===== src/sv/risd_pkg.sv =====
package risd_pkg;

	// Image sizes and beat width
	localparam int LARGE_IMAGE_BYTES = 16384;
	localparam int SMALL_IMAGE_BYTES = 8192;
	localparam int BYTES_PER_BEAT    = 8;
	localparam int MAX_IMAGE_BYTES   = (LARGE_IMAGE_BYTES > SMALL_IMAGE_BYTES) ?
		LARGE_IMAGE_BYTES : SMALL_IMAGE_BYTES;
	localparam int BW_WIDTH          = $clog2(MAX_IMAGE_BYTES + 1);

	// Result status codes
	localparam logic [2:0] STS_DATA       = 3'd0;
	localparam logic [2:0] STS_DONE       = 3'd1;
	localparam logic [2:0] STS_BAD_HEADER = 3'd2;
	localparam logic [2:0] STS_OVERFLOW   = 3'd3;
	localparam logic [2:0] STS_TRAILING   = 3'd4;
	localparam logic [2:0] STS_TRUNCATED  = 3'd5;

	typedef enum logic [1:0] {
		PH_HEADER,
		PH_TOKEN,
		PH_LITERAL,
		PH_REPEAT
	} phase_t;

	typedef enum logic [1:0] {
		CD_ACTIVE,
		CD_FULL,
		CD_DISCARD
	} cond_t;

	typedef enum logic {
		ST_TAKE,
		ST_BURST
	} state_t;

	// Controller to datapath
	typedef struct packed {
		logic take;
		logic beat;
	} cmd_t;

	// Datapath to controller
	typedef struct packed {
		logic slot_free;
		logic take_more;
		logic run_final;
	} sts_t;

	// Expected header byte for a format and position
	function automatic logic [7:0] head_byte(input logic fmt, input logic [2:0] pos);
		logic [7:0] v;
		case (pos)
			3'd0: v = fmt ? 8'h48 : 8'h44;
			3'd1: v = fmt ? 8'h47 : 8'h48;
			3'd2: v = 8'h52;
			3'd3: v = 8'h52;
			3'd4: v = 8'h01;
			3'd5: v = 8'h00;
			3'd6: v = 8'h00;
			3'd7: v = fmt ? 8'h20 : 8'h40;
			default: v = 8'h00;
		endcase
		return v;
	endfunction

	// Bytes in the next beat of a run
	function automatic logic [3:0] beat_take(input logic [7:0] left);
		logic [3:0] c;
		if (left < 8'(BYTES_PER_BEAT)) begin
			c = left[3:0];
		end else begin
			c = 4'(BYTES_PER_BEAT);
		end
		return c;
	endfunction

	// Replicate a byte into the low lanes of a beat
	function automatic logic [63:0] beat_word(input logic [7:0] val, input logic [3:0] c);
		logic [63:0] w;
		w = '0;
		for (int j = 0; j < 8; j++) begin
			if (4'(j) < c) begin
				w[8*j +: 8] = val;
			end
		end
		return w;
	endfunction

endpackage


===== src/sv/risd_ctrl.sv =====
module risd_ctrl (
	input  logic            clk,
	input  logic            arst_n,
	input  logic            byte_valid,
	output logic            byte_stall,
	input  risd_pkg::sts_t  sts,
	output risd_pkg::cmd_t  cmd
);

	risd_pkg::state_t state_q;
	risd_pkg::state_t state_nx;

	// State register
	always_ff @(posedge clk or negedge arst_n) begin
		if (!arst_n) begin
			state_q <= risd_pkg::ST_TAKE;
		end else begin
			state_q <= state_nx;
		end
	end

	// Next state and commands
	always_comb begin
		state_nx   = state_q;
		cmd        = '0;
		byte_stall = 1'b1;
		case (state_q)
			risd_pkg::ST_TAKE: begin
				// take a request whenever the output slot can load
				byte_stall = !sts.slot_free;
				if (byte_valid && sts.slot_free) begin
					cmd.take = 1'b1;
					if (sts.take_more) begin
						state_nx = risd_pkg::ST_BURST;
					end
				end
			end
			risd_pkg::ST_BURST: begin
				// advance the repeat one beat per free slot
				if (sts.slot_free) begin
					cmd.beat = 1'b1;
					if (sts.run_final) begin
						state_nx = risd_pkg::ST_TAKE;
					end
				end
			end
			default: begin
				state_nx = risd_pkg::ST_TAKE;
			end
		endcase
	end

endmodule


===== src/sv/risd_datapath.sv =====
module risd_datapath (
	input  logic            clk,
	input  logic            arst_n,
	input  logic            cfg_valid,
	input  logic            cfg_fmt,
	input  logic [7:0]      stream_byte,
	input  logic            end_of_stream,
	input  risd_pkg::cmd_t  cmd,
	output risd_pkg::sts_t  sts,
	output logic            beat_valid,
	input  logic            beat_stall,
	output logic [63:0]     out_bytes,
	output logic [3:0]      byte_count,
	output logic [2:0]      status,
	output logic            last
);

	localparam int BW = risd_pkg::BW_WIDTH;

	logic               fmt_q;
	logic [2:0]         hp_q;
	risd_pkg::phase_t   phase_q;
	logic [7:0]         lit_q;
	logic [7:0]         rep_q;
	logic [BW-1:0]      bw_q;
	risd_pkg::cond_t    cond_q;

	logic [7:0]         run_val_q;
	logic [7:0]         run_left_q;
	logic [2:0]         run_stat_q;

	logic               out_valid_q;
	logic [63:0]        out_bytes_q;
	logic [3:0]         out_cnt_q;
	logic [2:0]         out_stat_q;
	logic               out_last_q;

	logic [2:0]         hp_nx;
	risd_pkg::phase_t   phase_nx;
	logic [7:0]         lit_nx;
	logic [7:0]         rep_nx;
	logic [BW-1:0]      bw_nx;
	risd_pkg::cond_t    cond_nx;

	logic [BW-1:0]      size;
	logic [BW-1:0]      room;
	logic [8:0]         len;
	logic [7:0]         count;
	logic [BW-1:0]      bw_sum;
	logic [2:0]         s;
	logic [7:0]         emit;
	logic               has_result;
	logic [3:0]         c0;
	logic [7:0]         rem0;
	logic               final0;
	logic [3:0]         cb;
	logic [7:0]         remb;
	logic               finalb;
	logic               slot_free;

	// Image size and room left, saturating at zero
	assign size = fmt_q ? BW'(risd_pkg::SMALL_IMAGE_BYTES) : BW'(risd_pkg::LARGE_IMAGE_BYTES);
	assign room = (bw_q < size) ? (size - bw_q) : '0;

	// Decode one request against the stream state
	always_comb begin
		hp_nx    = hp_q;
		phase_nx = phase_q;
		lit_nx   = lit_q;
		rep_nx   = rep_q;
		bw_nx    = bw_q;
		cond_nx  = cond_q;
		s        = risd_pkg::STS_DATA;
		emit     = 8'd0;
		len      = stream_byte[7] ? (9'(stream_byte[6:0]) + 9'd3) : (9'(stream_byte) + 9'd1);
		count    = (phase_q == risd_pkg::PH_LITERAL) ? 8'd1 : rep_q;
		bw_sum   = bw_q + BW'(count);
		case (cond_q)
			risd_pkg::CD_DISCARD: begin
				// drop silently
			end
			risd_pkg::CD_FULL: begin
				s = risd_pkg::STS_TRAILING;
			end
			default: begin
				case (phase_q)
					risd_pkg::PH_HEADER: begin
						if (stream_byte != risd_pkg::head_byte(fmt_q, hp_q)) begin
							s = risd_pkg::STS_BAD_HEADER;
						end else begin
							hp_nx = hp_q + 3'd1;
							if (hp_q == 3'd7) begin
								phase_nx = risd_pkg::PH_TOKEN;
							end
							if (end_of_stream) begin
								s = risd_pkg::STS_TRUNCATED;
							end
						end
					end
					risd_pkg::PH_TOKEN: begin
						if (end_of_stream) begin
							s = risd_pkg::STS_TRUNCATED;
						end else if (BW'(len) > room) begin
							s = risd_pkg::STS_OVERFLOW;
						end else if (stream_byte[7]) begin
							rep_nx   = len[7:0];
							phase_nx = risd_pkg::PH_REPEAT;
						end else begin
							lit_nx   = len[7:0];
							phase_nx = risd_pkg::PH_LITERAL;
						end
					end
					default: begin
						// literal byte or repeat value
						if ((BW'(count) > room) || (count == 8'd0)) begin
							s = risd_pkg::STS_OVERFLOW;
						end else begin
							emit  = count;
							bw_nx = bw_sum;
							if (phase_q == risd_pkg::PH_LITERAL) begin
								if (lit_q <= 8'd1) begin
									lit_nx   = 8'd0;
									phase_nx = risd_pkg::PH_TOKEN;
								end else begin
									lit_nx = lit_q - 8'd1;
								end
							end else begin
								rep_nx   = 8'd0;
								phase_nx = risd_pkg::PH_TOKEN;
							end
							if (bw_sum >= size) begin
								if (end_of_stream) begin
									s = risd_pkg::STS_DONE;
								end else begin
									cond_nx = risd_pkg::CD_FULL;
								end
							end else if (end_of_stream) begin
								s = risd_pkg::STS_TRUNCATED;
							end
						end
					end
				endcase
			end
		endcase
		// restart at the end of the stream, discard after an error
		if (end_of_stream) begin
			hp_nx    = 3'd0;
			phase_nx = risd_pkg::PH_HEADER;
			lit_nx   = 8'd0;
			rep_nx   = 8'd0;
			bw_nx    = '0;
			cond_nx  = risd_pkg::CD_ACTIVE;
		end else if (s != risd_pkg::STS_DATA) begin
			cond_nx = risd_pkg::CD_DISCARD;
		end
	end

	// First beat of this request and next beat of a pending run
	assign has_result = (emit != 8'd0) || (s != risd_pkg::STS_DATA);
	assign c0         = risd_pkg::beat_take(emit);
	assign rem0       = emit - 8'(c0);
	assign final0     = (rem0 == 8'd0);
	assign cb         = risd_pkg::beat_take(run_left_q);
	assign remb       = run_left_q - 8'(cb);
	assign finalb     = (remb == 8'd0);
	assign slot_free  = !out_valid_q || !beat_stall;

	assign sts.slot_free = slot_free;
	assign sts.take_more = has_result && !final0;
	assign sts.run_final = finalb;

	// Format register and stream state
	always_ff @(posedge clk or negedge arst_n) begin
		if (!arst_n) begin
			fmt_q      <= 1'b0;
			hp_q       <= 3'd0;
			phase_q    <= risd_pkg::PH_HEADER;
			lit_q      <= 8'd0;
			rep_q      <= 8'd0;
			bw_q       <= '0;
			cond_q     <= risd_pkg::CD_ACTIVE;
			run_left_q <= 8'd0;
		end else begin
			if (cfg_valid) begin
				fmt_q <= cfg_fmt;
			end
			if (cmd.take) begin
				hp_q       <= hp_nx;
				phase_q    <= phase_nx;
				lit_q      <= lit_nx;
				rep_q      <= rep_nx;
				bw_q       <= bw_nx;
				cond_q     <= cond_nx;
				run_left_q <= rem0;
			end else if (cmd.beat) begin
				run_left_q <= remb;
			end
		end
	end

	// Hold run value and final status for a burst
	always_ff @(posedge clk) begin
		if (cmd.take) begin
			run_val_q  <= stream_byte;
			run_stat_q <= s;
		end
	end

	// Output register valid
	always_ff @(posedge clk or negedge arst_n) begin
		if (!arst_n) begin
			out_valid_q <= 1'b0;
		end else if ((cmd.take && has_result) || cmd.beat) begin
			out_valid_q <= 1'b1;
		end else if (!beat_stall) begin
			out_valid_q <= 1'b0;
		end
	end

	// Output register payload
	always_ff @(posedge clk) begin
		if (cmd.take && has_result) begin
			out_bytes_q <= risd_pkg::beat_word(stream_byte, c0);
			out_cnt_q   <= c0;
			out_stat_q  <= final0 ? s : risd_pkg::STS_DATA;
			out_last_q  <= final0 && (s != risd_pkg::STS_DATA);
		end else if (cmd.beat) begin
			out_bytes_q <= risd_pkg::beat_word(run_val_q, cb);
			out_cnt_q   <= cb;
			out_stat_q  <= finalb ? run_stat_q : risd_pkg::STS_DATA;
			out_last_q  <= finalb && (run_stat_q != risd_pkg::STS_DATA);
		end
	end

	assign beat_valid = out_valid_q;
	assign out_bytes  = out_bytes_q;
	assign byte_count = out_cnt_q;
	assign status     = out_stat_q;
	assign last       = out_last_q;

endmodule


===== src/sv/rle_image_stream_decoder.sv =====
// Channel  Direction  Handshake                Payload
// byte     in         byte_valid / byte_stall  stream_byte, end_of_stream
// beat     out        beat_valid / beat_stall  out_bytes, byte_count, status, last
// cfg      in         cfg_valid / cfg_ready    image_format
//
// Header, token and literal bytes are each taken as soon as the output register can load.
// A repeat value byte yields ceil(n/8) beats for a run of n bytes, up to 17 for 130,
// from the single output register that loads one beat per cycle unless beat_stall holds it.
// Reset clears the stream state and selects the large format; no clearing pass.
// A stalled beat holds the output register and, in turn, stalls the byte channel.
module rle_image_stream_decoder (
	input  logic        clk,
	input  logic        arst_n,
	input  logic        byte_valid,
	output logic        byte_stall,
	input  logic [7:0]  stream_byte,
	input  logic        end_of_stream,
	output logic        beat_valid,
	input  logic        beat_stall,
	output logic [63:0] out_bytes,
	output logic [3:0]  byte_count,
	output logic [2:0]  status,
	output logic        last,
	input  logic        cfg_valid,
	output logic        cfg_ready,
	input  logic        image_format
);

	risd_pkg::cmd_t cmd;
	risd_pkg::sts_t sts;

	// Format writes are always accepted and registered
	assign cfg_ready = 1'b1;

	risd_ctrl u_ctrl (
		.clk        (clk),
		.arst_n     (arst_n),
		.byte_valid (byte_valid),
		.byte_stall (byte_stall),
		.sts        (sts),
		.cmd        (cmd)
	);

	risd_datapath u_dp (
		.clk           (clk),
		.arst_n        (arst_n),
		.cfg_valid     (cfg_valid),
		.cfg_fmt       (image_format),
		.stream_byte   (stream_byte),
		.end_of_stream (end_of_stream),
		.cmd           (cmd),
		.sts           (sts),
		.beat_valid    (beat_valid),
		.beat_stall    (beat_stall),
		.out_bytes     (out_bytes),
		.byte_count    (byte_count),
		.status        (status),
		.last          (last)
	);

endmodule


===== config.mk =====
export PLATFORM = sky130hd
export DESIGN_NAME = rle_image_stream_decoder
export DESIGN_NICKNAME = d
export VERILOG_FILES = /design/src/sv/risd_pkg.sv /design/src/sv/risd_ctrl.sv /design/src/sv/risd_datapath.sv /design/src/sv/rle_image_stream_decoder.sv
export SDC_FILE = /design/constraint.sdc
export NUM_CORES = 1
export LEC_CHECK = 0
export ABC_AREA = 1
export BUFFER_PORTS_ARGS = -buffer_cell sky130_fd_sc_hd__buf_2
export CAP_MARGIN = 20
export CORE_ASPECT_RATIO = 0.75
export CORE_MARGIN = 8
export CORE_UTILIZATION = 30
export CTS_CLUSTER_DIAMETER = 50
export DETAILED_ROUTE_END_ITERATION = 7
export PLACE_DENSITY_LB_ADDON = 0.3
export SLEW_MARGIN = 20
export SYNTH_ARGS = -nofsm -noshare
export SYNTH_HDL_FRONTEND = slang
export SYNTH_SLANG_ARGS = --single-unit

===== constraint.sdc =====
create_clock -name clk -period 14.4 [get_ports clk]
set_clock_uncertainty 0.15 [all_clocks]
set_input_delay 0 -clock clk [delete_from_list [all_inputs] [get_ports clk]]
set_output_delay 0 -clock clk [all_outputs]
set_load 0.05 [all_outputs]

==> impl_results.md, run 1 <==
* Status: complete, no violations
* Achievable Freq at 0.174 GHz
* ANT cells at 0
* Row cnt at 53
* I/O Pins at 90
* Die footprint at 0.0340 sq mm
* Peak VDD IR at 0.113 mV
* Largest net degree at the start of global routing at 73
* Root Driver: clkbuf_16
* Post-synthesis cell count at 1044
* Synth Register Bits at 132
* Syn. warnings at 0
* Critical Path Fanout Max at 72
* Initial antenna violation count at 0
* CP max-delay cell: buf_4
* CP bufs+invs at 5
* Residual DRC at 0
* # Post-CTS Setup Buffers at 0
* Worst slew pin tran at 0.934 ns
* Pwr dens at 260 mW/mm^2
* LEAKAGE at 0.00455 uW
* CTS resizes at 0
* Overflow left after global routing at 0
* Critical path capture point type: flip-flop
* Routed wire length at 25.1 mm
* Routed length on met1 at 13.2 mm
* Synth cell types at 55
* Vias in the first global route at 7215
* Top Layer Used: met4
* Max-cap check violation count at 0
* First-pass GRT wire length at 39.9 mm
* Most frequent cells in the layout: 223 x nand2_1, 115 x inv_1, 101 x nor2_1
* Minimum clock period at 5.73 ns
* Layout Nets at 1205
* Stages on worst setup path at 25
* HPWL Detailed at 19.4 mm
* Antenna viol nets, final at 0
* Dpl cells at 1500
* Vias per cell at 4.93
* Core area at 0.0279 sq mm
* Clock sinks at 132
* Fin Setup TNS at 0 ns
* Fraction of layout cells with a size suffix above 1 at 0.166
* Worst-path clk slew at 0.07 ns
* WS Path Type: flip-flop to flip-flop
* I/O Buffers at 88
* Top Family by Delay on Critical Path: simple AND/OR/NAND/NOR gates
* RSZ-0062 raised after global routing: false
* Slew margin rel. at 0.375
* Placer Congestion at 0.930
* GRT Overall Usage at 0.148
* 1st-iter DRT viols at 750
* Die Y at 162 um
* Max Root-Sink Buffers at 2
* Final Hold Fails at 0
* H-tree depth at 4
* Max-slew violations at 0
* Wire per inst at 16.2 um
* Final period util at 0.398
* # setup viols final at 0
* Worst setup SP type: flip-flop
* P&R area growth vs syn at 17.8%
* Met2 Wirelength at 9.89 mm
* Synthesized area per cell at 8.13 sq um
* Worst min path class: input pin to async pin
* Pre-Repair DR Iteration Count at 8
* Syn Std Cell Area at 0.00849 sq mm
* WL met3 at 1.83 mm
* CP Data Required Time at 14.31 ns
* Non-Filler Instances at 1546
* Seq/Total Area, Yosys at 0.438
* Die X-Extent at 210 um
* CP arrival at 5.64 ns
* Initial core utilization at 0.304
* Via Count at 7615
* CP max stage delay at 0.68 ns
* CTS tree: done
* CTS Buf Count at 17
* Reg2Reg Depth at 25
* Clock Latency Late Sink at 0.44 ns
* Most common cell after layout, fill and taps aside: nand2_1
flip-flops by register name (all words and copies together), names as in the netlist:
register / count
u_dp.status: 3
u_dp.rep_q: 8
u_dp.bw_q: 15
u_dp.fmt_q: 1
u_dp.last: 1
u_dp.run_left_q: 8
u_dp.out_bytes: 64
u_dp.run_stat_q: 3
u_dp.byte_count: 4
u_dp.hp_q: 3
u_dp.beat_valid: 1
u_dp.run_val_q: 8
u_dp.cond_q: 2
u_dp.phase_q: 2
u_ctrl.state_q: 1
u_dp.lit_q: 8
final cells by class:
class	count	area, sq um
fillers	2918	17900
multi-input cells	759	4130
flip-flops and latches	132	3720
repair buffers	106	611
inverters	132	500
well taps	385	482
clock buffers	17	425
clock inverters	15	138
final timing paths:
| check | start | endpoint | slack (ns) |
|---|---|---|---|
| worst max-delay path | u_dp.phase_q[1]$_DFFE_PN0P_ | u_dp.out_bytes[42]$_DFFE_PP_ | 8.67 |
| worst min-delay path | arst_n | u_dp.lit_q[7]$_DFFE_PN0P_ | 0.07 |
| worst max register to register | u_dp.phase_q[1]$_DFFE_PN0P_ | u_dp.out_bytes[42]$_DFFE_PP_ | 8.67 |
| worst min register to register | u_dp.run_left_q[6]$_DFFE_PN0P_ | u_dp.run_left_q[6]$_DFFE_PN0P_ | 0.36 |
| max in group asynchronous | arst_n | u_dp.bw_q[13]$_DFFE_PN0P_ | 13.57 |
| min in group clk | byte_valid | u_dp.run_left_q[0]$_DFFE_PN0P_ | 0.11 |
cells in the mapped netlist, drive strengths merged:
master / count / area [sq um]
and3: 1 / 6.26
a31oi: 1 / 6.26
o2111ai: 1 / 8.76
inv: 131 / 497
or2: 3 / 18.8
clkinv: 1 / 3.75
edfxtp: 83 / 2490
a211oi: 1 / 7.51
o21a: 1 / 7.51
a21o: 1 / 7.51
conb: 2 / 7.51
nand3b: 2 / 15.0
o21ai: 115 / 583
o21bai: 2 / 15.0
a21boi: 1 / 7.51
nor2: 112 / 468
nor3: 13 / 70.1
dfrtp: 49 / 1230
nor4: 3 / 25.0
o22ai: 25 / 156
clkbuf: 13 / 48.8
nand4: 11 / 68.8
o311ai: 1 / 16.3
a2111oi: 1 / 8.76
o41ai: 1 / 8.76
xor2: 21 / 184
ha: 41 / 513
nor2b: 1 / 6.26
nand2: 244 / 991
nand2b: 1 / 6.26
a21oi: 31 / 163
a22oi: 2 / 15.0
buf: 10 / 105
o211ai: 7 / 52.6
o221ai: 2 / 17.5
nand3: 100 / 568
fa: 1 / 20.0
xnor2: 6 / 52.6
o31ai: 2 / 15.0
timing repair:
action                                 CTS  global route
setup endpoints to repair                0             0
hold buffers                            14             0
endpoints found under the hold margin  109             0
logic make-up after synthesis:
family / synth area share
other: 0.000885
buffers and inverters: 0.0771
AOI/OAI and AO/OA: 0.129
DFF: 0.438
and+or+nand+nor: 0.264
adders and majority gates: 0.0628
xor gates and xnor gates: 0.0279
through the flow:
stage          hold slack [ns]  instance area (sq um)  total power [uW]   util  setup WS [ns]
6_report                0.0714                  10000              2600  0.358           8.67
4_1_cts                 0.0945                  10000              2600  0.358           8.72
5_1_grt                  0.146                  10000              2800  0.358           8.21
2_1_floorplan           -0.446                   8500              1820      -           8.82
3_3_place_gp            0.0330                   9300              2160  0.333           8.87
3_5_place_dp            0.0308                   9300              2170  0.333           8.74
power breakdown:
group          leakage [uW]  total, uW  internal, uW  switching (uW)
clock network      0.000274        425           228             197
registers           0.00144        689           598            90.8
logic               0.00284       1480           396            1090
total               0.00455       2600          1220            1380
tightest hold or removal path, cell delays in order:
cell and delay, ns:
dlygate4sd3_1 0.51, buf_2 0.09, buf_4 0.55
per-layer routing:
layer | global-route usage | vias up
met4 | 0.0348 | 0
met2 | 0.203 | 278
met5 | 0 | -
met3 | 0.0350 | 13
met1 | 0.226 | 3583
li1 | - | 3741
Power figures use the tool's default switching activity.
==> inputs of run 2 (changes only) <==
--- a/config.mk
+++ b/config.mk
@@ -5,7 +5,7 @@
 export SDC_FILE = /design/constraint.sdc
 export NUM_CORES = 1
 export LEC_CHECK = 0
-export ABC_AREA = 1
+export ABC_AREA = 0
 export BUFFER_PORTS_ARGS = -buffer_cell sky130_fd_sc_hd__buf_2
 export CAP_MARGIN = 20
 export CORE_ASPECT_RATIO = 0.75
==> constraint.sdc (replaced) <==
create_clock -name clk -period 5.8 [get_ports clk]
set_clock_uncertainty 0.15 [all_clocks]
set_input_delay 0 -clock clk [delete_from_list [all_inputs] [get_ports clk]]
set_output_delay 0 -clock clk [all_outputs]
set_load 0.05 [all_outputs]
==> impl_results.md, run 2 <==
* Filler instances at 2810 (was 2918)
* Fin Setup TNS at 0 ns (unchanged)
* Root Driver: clkbuf_16 (unchanged)
* Critical path capture point type: flip-flop (unchanged)
* Peak VDD IR at 0.273 mV (was 0.113 mV)
* Max-slew violations at 0 (unchanged)
* Overflow left after global routing at 0 (unchanged)
* Synth Register Bits at 132 (unchanged)
* Worst slew pin tran at 0.969 ns (was 0.934 ns)
* Layout Nets at 1022 (was 1205)
* First-pass GRT wire length at 41.4 mm (was 39.9 mm)
* Max Root-Sink Buffers at 2 (unchanged)
* Hold WS at 0.0349 ns (was 0.0714 ns)
* Commonest cells post-synth: 85 x nand2_1, 83 x edfxtp_1, 62 x nor2_1, 54 x o21ai_0, 52 x a32o_1 (was 224 x nand2_1, 115 x inv_1, 101 x nor2_1, 88 x nand3_1, 83 x edfxtp_1)
* Initial antenna violation count at 0 (unchanged)
* I/O Pins at 90 (unchanged)
* 1st-iter DRT viols at 848 (was 750)
* CTS Buf Count at 17 (unchanged)
* H-tree depth at 4 (unchanged)
* Final Hold Fails at 0 (unchanged)
* Worst-path clk slew at 0.06 ns (was 0.07 ns)
* Fraction of layout cells with a size suffix above 1 at 0.173 (was 0.166)
* Combined area of the multi-input logic cells at 0.00442 sq mm (was 0.00413 sq mm)
* Residual DRC at 0 (unchanged)
* Clock sinks at 132 (unchanged)
* Async SR Flop Fraction at 0.371 (unchanged)
* Max FFs per register at 64 (unchanged)
* Cell area after layout at 0.0101 sq mm (was 0.0100 sq mm)
* P&R area growth vs syn at 17.7% (was 17.8%)
* Most frequent cell after synthesis: nand2_1 (unchanged)
* Core area at 0.0281 sq mm (was 0.0279 sq mm)
* Achievable Freq at 0.189 GHz (was 0.174 GHz)
* Top_reg_cell synth: edfxtp_1 (unchanged)
* ANT cells at 0 (unchanged)
* Max-cap check violation count at 0 (unchanged)
* Clock Latency Late Sink at 0.44 ns (about the same)
* Routed wire length at 26.7 mm (was 25.1 mm)
* Initial core utilization at 0.306 (was 0.304)
* Die footprint at 0.0343 sq mm (was 0.0340 sq mm)
* Placed cell areas at 0.00934 sq mm (was 0.00930 sq mm)
* Worst min path class: input pin to flip-flop (was input pin to async pin)
* Slew margin rel. at 0.337 (was 0.375)
* Seq/Total Area, Yosys at 0.434 (was 0.438)
* Status: complete, no violations (unchanged)
* Most common cell after layout, fill and taps aside: buf_2 (was nand2_1)
* Yosys top cell by area: edfxtp_1 (unchanged)
* Die X-Extent at 211 um (was 210 um)
* Wire per inst at 19.6 um (was 16.2 um)
* Minimum clock period at 5.29 ns (was 5.73 ns)
* Row cnt at 53 (unchanged)
* Critical Path Fanout Max at 10 (was 72)
* Synth top area share at 0.291 (was 0.294)
* Vias in the first global route at 6995 (was 7215)
* Pre-Repair DR Iteration Count at 5 (was 8)
* Pwr Total at 6210 uW (was 2600 uW)
* Synth cell types at 81 (was 55)
* Largest net degree at the start of global routing at 73 (unchanged)
* Die Y at 162 um (about the same)
* Pwr dens at 616 mW/mm^2 (was 260 mW/mm^2)
* Final Worst Setup Slack at 0.512 ns (was 8.67 ns)
* RSZ-0062 raised after global routing: false (unchanged)
* Antenna viol nets, final at 0 (unchanged)
* Final period util at 0.912 (was 0.398)
* Vias per cell at 5.48 (was 4.93)
* CP Data Required Time at 5.83 ns (was 14.31 ns)
* Post-synth EDFFs at 83 (unchanged)
* Synthesized area per cell at 9.62 sq um (was 8.13 sq um)
* Register area at 0.00372 sq mm (unchanged)
* Placer Congestion at 0.906 (was 0.930)
* Syn Std Cell Area at 0.00857 sq mm (was 0.00849 sq mm)
* WS Path Type: flip-flop to flip-flop (unchanged)
* # Post-CTS Setup Buffers at 0 (unchanged)
* Most frequent cells in the layout: 88 x buf_2, 84 x nand2_1, 83 x edfxtp_1 (was 223 x nand2_1, 115 x inv_1, 101 x nor2_1)
* Top cells by area, synth: edfxtp_1 29%, dfrtp_1 14%, a32o_1 6.1% (was edfxtp_1 29%, dfrtp_1 14%, nand2_1 9.9%)
* Post-synthesis cell count at 891 (was 1044)
* # setup viols final at 0 (unchanged)
* Worst setup SP type: flip-flop (unchanged)
* CTS tree: done (unchanged)
* GRT Overall Usage at 0.154 (was 0.148)
* HPWL Detailed at 19.4 mm (about the same)
* Syn. warnings at 0 (unchanged)
* Via Count at 7472 (was 7615)
* LEAKAGE at 0.00397 uW (was 0.00455 uW)
* I/O Buffers at 88 (unchanged)
* Placement Setup Slack at 0.616 ns (was 8.74 ns)
* CP arrival at 5.32 ns (was 5.64 ns)
==> run 2: layout make-up <==
type / instances / share of cell area
multi-input cells: 653 / 0.438
clock buffers: 18 / 0.0425
clock inverters: 14 / 0.0182
repair buffers: 116 / 0.0677
well taps: 385 / 0.0478
flip-flops and latches: 132 / 0.369
inverters: 45 / 0.0167
==> run 2: metrics by stage <==
step	util	instances
5_1_grt	0.360	1363
4_1_cts	0.359	1363
6_report	0.360	1363
3_3_place_gp	0.333	1318
3_5_place_dp	0.333	1318
2_1_floorplan	-	893
==> run 2: path summary, 6_finish.rpt <==
kind	from	endpoint	slack, ns	depth (start not counted)
min reg2reg	u_dp.lit_q[7]$_DFFE_PN0P_	u_dp.lit_q[7]$_DFFE_PN0P_	0.38	1
max reg2reg	u_dp.phase_q[0]$_DFFE_PN0P_	u_dp.status[2]$_DFFE_PP_	0.51	21
min in group asynchronous	arst_n	u_dp.lit_q[4]$_DFFE_PN0P_	0.07	3
max in group asynchronous	arst_n	u_dp.bw_q[5]$_DFFE_PN0P_	4.91	3
max	u_dp.phase_q[0]$_DFFE_PN0P_	u_dp.status[2]$_DFFE_PP_	0.51	21
min	end_of_stream	u_dp.lit_q[5]$_DFFE_PN0P_	0.03	3
==> run 2: timing repair <==
action                    CTS  global route
resized for setup           0             0
hold endpoints to repair   87             0
hold buffers               13             0
==> run 2: critical path: stages, from the launching register on <==
cell	delay [ns]
dfrtp_1	0.46
nand2b_1	0.32
nand2_1	0.36
inv_1	0.19
ha_1	0.39
a211oi_1	0.27
nor2_1	0.12
o31ai_1	0.27
a21oi_1	0.18
and3_1	0.24
and3_1	0.21
and3_1	0.19
xnor2_1	0.19
inv_1	0.07
ha_1	0.30
nand4_1	0.08
nor3_1	0.20
nand4_1	0.11
o21ai_0	0.24
nand2_1	0.10
a31oi_1	0.26
o22ai_1	0.12
==> run 2: power breakdown <==
part	switching (uW)	leakage, uW	internal, uW
registers	281	0.00144	1490
clock network	437	0.000306	717
logic	2310	0.00222	981
==> run 2: cell families (layout without fill, tap and decap cells) <==
| logic type | count (synthesis) | count (layout) | share of synthesized area |
|---|---|---|---|
| compound gates | 276 | 276 | 0.240 |
| xor+xnor | 23 | 23 | 0.0235 |
| fa+ha+maj | 42 | 42 | 0.0622 |
| buf+inv | 108 | 193 | 0.0525 |
| flops | 132 | 132 | 0.434 |
| mux | 16 | 16 | 0.0201 |
| other cells | 2 | 4 | 0.000876 |
| simple gates | 292 | 292 | 0.167 |
==> run 2: routing by layer <==
metal / vias up / GRT usage / part of all wire / wire length, um
met3: 23 / 0.0475 / 0.084 / 2250
met2: 275 / 0.211 / 0.41 / 11100
li1: 3530 / - / - / -
met4: 0 / 0.0349 / 0.010 / 267
met1: 3644 / 0.230 / 0.49 / 13200
met5: - / 0 / 0 / 0
==> inputs of run 3 (changes only) <==
--- a/config.mk
+++ b/config.mk
@@ -10,7 +10,7 @@
 export CAP_MARGIN = 20
 export CORE_ASPECT_RATIO = 0.75
 export CORE_MARGIN = 8
-export CORE_UTILIZATION = 30
+export CORE_UTILIZATION = 50
 export CTS_CLUSTER_DIAMETER = 50
 export DETAILED_ROUTE_END_ITERATION = 7
 export PLACE_DENSITY_LB_ADDON = 0.3
==> impl_results.md, run 3 (synthesized netlist as in run 2, its figures left out) <==
* CP Data Required Time at 5.82 ns (was 5.83 ns)
* Achievable Freq at 0.193 GHz (was 0.189 GHz)
* Via Count at 7514 (was 7472)
* Worst slew pin tran at 1.09 ns (was 0.969 ns)
* Row cnt at 41 (was 53)
* Top Family by Delay on Critical Path: simple AND/OR/NAND/NOR gates (unchanged)
* Combined area of the multi-input logic cells at 0.00441 sq mm (was 0.00442 sq mm)
* CTS tree: done (unchanged)
* Layout Nets at 1019 (was 1022)
* WS Path Type: flip-flop to flip-flop (unchanged)
* P&R area growth vs syn at 14.7% (was 17.7%)
* Placer Congestion at 0.906 (about the same)
* Hold WS at 0.0599 ns (was 0.0349 ns)
* Vias in the first global route at 6992 (was 6995)
* Pre-Repair DR Iteration Count at 6 (was 5)
* Register area at 0.00372 sq mm (unchanged)
* HPWL Detailed at 17.4 mm (was 19.4 mm)
* Most frequent cells in the layout: 88 x buf_2, 84 x nand2_1, 83 x edfxtp_1 (unchanged)
* Slew margin rel. at 0.262 (was 0.337)
* Final Hold Fails at 0 (unchanged)
* Status: complete, no violations (unchanged)
* Crit-path cells: nand2b_1 -> nand2_1 -> inv_1 -> ha_1 -> a211oi_1 -> nor2_1 -> o31ai_1 -> a21oi_1 -> and3_1 -> and3_1 -> and3_1 -> xnor2_1 -> inv_1 -> ha_1 -> nand4_1 -> nor3_1 -> nand4_1 -> o21ai_0 -> nand2_1 -> a31oi_1 -> o22ai_1 (unchanged)
* Die X-Extent at 167 um (was 211 um)
* Wire per inst at 20.4 um (was 19.6 um)
* H-tree depth at 4 (unchanged)
* Pwr Total at 6020 uW (was 6210 uW)
* Initial antenna violation count at 0 (unchanged)
* Max-slew violations at 0 (unchanged)
* Max FFs per register at 64 (unchanged)
* Worst setup SP type: flip-flop (unchanged)
* Root Driver: clkbuf_16 (unchanged)
* LEAKAGE at 0.00393 uW (was 0.00397 uW)
* Vias per cell at 6.31 (was 5.48)
* Critical Path Fanout Max at 10 (unchanged)
* CP max stage delay at 0.45 ns (was 0.46 ns)
* I/O Pins at 90 (unchanged)
* Peak VDD IR at 0.294 mV (was 0.273 mV)
* Die Y at 129 um (was 162 um)
* Max-cap check violation count at 0 (unchanged)
* Antenna viol nets, final at 0 (unchanged)
* # setup viols final at 0 (unchanged)
* 1st-iter DRT viols at 938 (was 848)
* CP arrival at 5.20 ns (was 5.32 ns)
* Filler instances at 1482 (was 2810)
* Residual DRC at 0 (unchanged)
* First-pass GRT wire length at 38.1 mm (was 41.4 mm)
* Most common cell after layout, fill and taps aside: buf_2 (unchanged)
* Final period util at 0.893 (was 0.912)
* ANT cells at 0 (unchanged)
* Largest net degree at the start of global routing at 73 (unchanged)
* Initial core utilization at 0.510 (was 0.306)
* RSZ-0062 raised after global routing: false (unchanged)
* CP bufs+invs at 2 (unchanged)
* Critical path capture point type: flip-flop (unchanged)
* Pwr dens at 612 mW/mm^2 (was 616 mW/mm^2)
* CP max-delay cell: dfrtp_1 (unchanged)
* GRT Overall Usage at 0.222 (was 0.154)
* Worst-path clk slew at 0.06 ns (about the same)
* Fin Setup TNS at 0 ns (unchanged)
* Core area at 0.0168 sq mm (was 0.0281 sq mm)
* Clock Latency Late Sink at 0.43 ns (was 0.44 ns)
* Final Util at 0.584 (was 0.360)
* Clock sinks at 132 (unchanged)
* Worst min path class: input pin to async pin (was input pin to flip-flop)
* Max Root-Sink Buffers at 2 (unchanged)
* Minimum clock period at 5.18 ns (was 5.29 ns)
* Routed wire length at 24.2 mm (was 26.7 mm)
* Overflow left after global routing at 0 (unchanged)
* CTS Buf Count at 17 (unchanged)
* I/O Buffers at 88 (unchanged)
* Crit path top cell by count: and3_1 (unchanged)
* Die footprint at 0.0216 sq mm (was 0.0343 sq mm)
* Fraction of layout cells with a size suffix above 1 at 0.171 (was 0.173)
==> run 3: cell type report <==
type                            count  share of cell area
Clock buffer                       17              0.0433
Clock inverter                     15              0.0163
Inverter                           45              0.0172
Multi-Input combinational cell    653               0.449
Sequential cell                   132               0.378
Tap cell                          215              0.0274
Timing Repair Buffer              113              0.0685
==> run 3: metrics by stage <==
stage / cells / worst slack (ns) / area, sq um
after floorplan: 893 / 0.383 / 8580
after global placement: 1145 / 0.811 / 9110
after detailed placement: 1145 / 0.742 / 9110
after CTS: 1190 / 0.695 / 9830
after global routing: 1190 / 0.123 / 9830
final: 1190 / 0.621 / 9830
==> run 3: path summary, 6_finish.rpt <==
path	from	to	slack (ns)	depth (start not counted)
setup / recovery	u_dp.phase_q[0]$_DFFE_PN0P_	u_dp.status[2]$_DFFE_PP_	0.62	21
max in group asynchronous	arst_n	u_dp.bw_q[3]$_DFFE_PN0P_	4.95	3
hold reg to reg	u_dp.cond_q[1]$_DFFE_PN0P_	u_dp.cond_q[1]$_DFFE_PN0P_	0.37	2
setup reg to reg	u_dp.phase_q[0]$_DFFE_PN0P_	u_dp.status[2]$_DFFE_PP_	0.62	21
min in group clk	end_of_stream	u_dp.bw_q[10]$_DFFE_PN0P_	0.14	4
hold / removal	arst_n	u_dp.lit_q[5]$_DFFE_PN0P_	0.06	3
==> run 3: worst min-delay path, cell delays in order <==
cell and delay (ns):
dlygate4sd3_1 0.52, buf_2 0.09, buf_4 0.50
==> run 3: power by group <==
group	switching, uW	internal, uW
clock network	467	609
registers	267	1460
logic	2220	984
total	2960	3060
==> run 3: routing by layer <==
| metal | global-route usage | up-vias | wire, um |
|---|---|---|---|
| li1 | - | 3522 | - |
| met4 | 0.0597 | 0 | 328 |
| met2 | 0.318 | 391 | 10300 |
| met1 | 0.320 | 3571 | 10900 |
| met5 | 0 | - | 0 |
| met3 | 0.0675 | 30 | 2700 |
==> run 3: repair_timing <==
item                      in CTS  in global routing
hold buffers                  13                  0
buffers inserted               0                  0
hold endpoints to repair      77                  0
resized for setup              0                  0
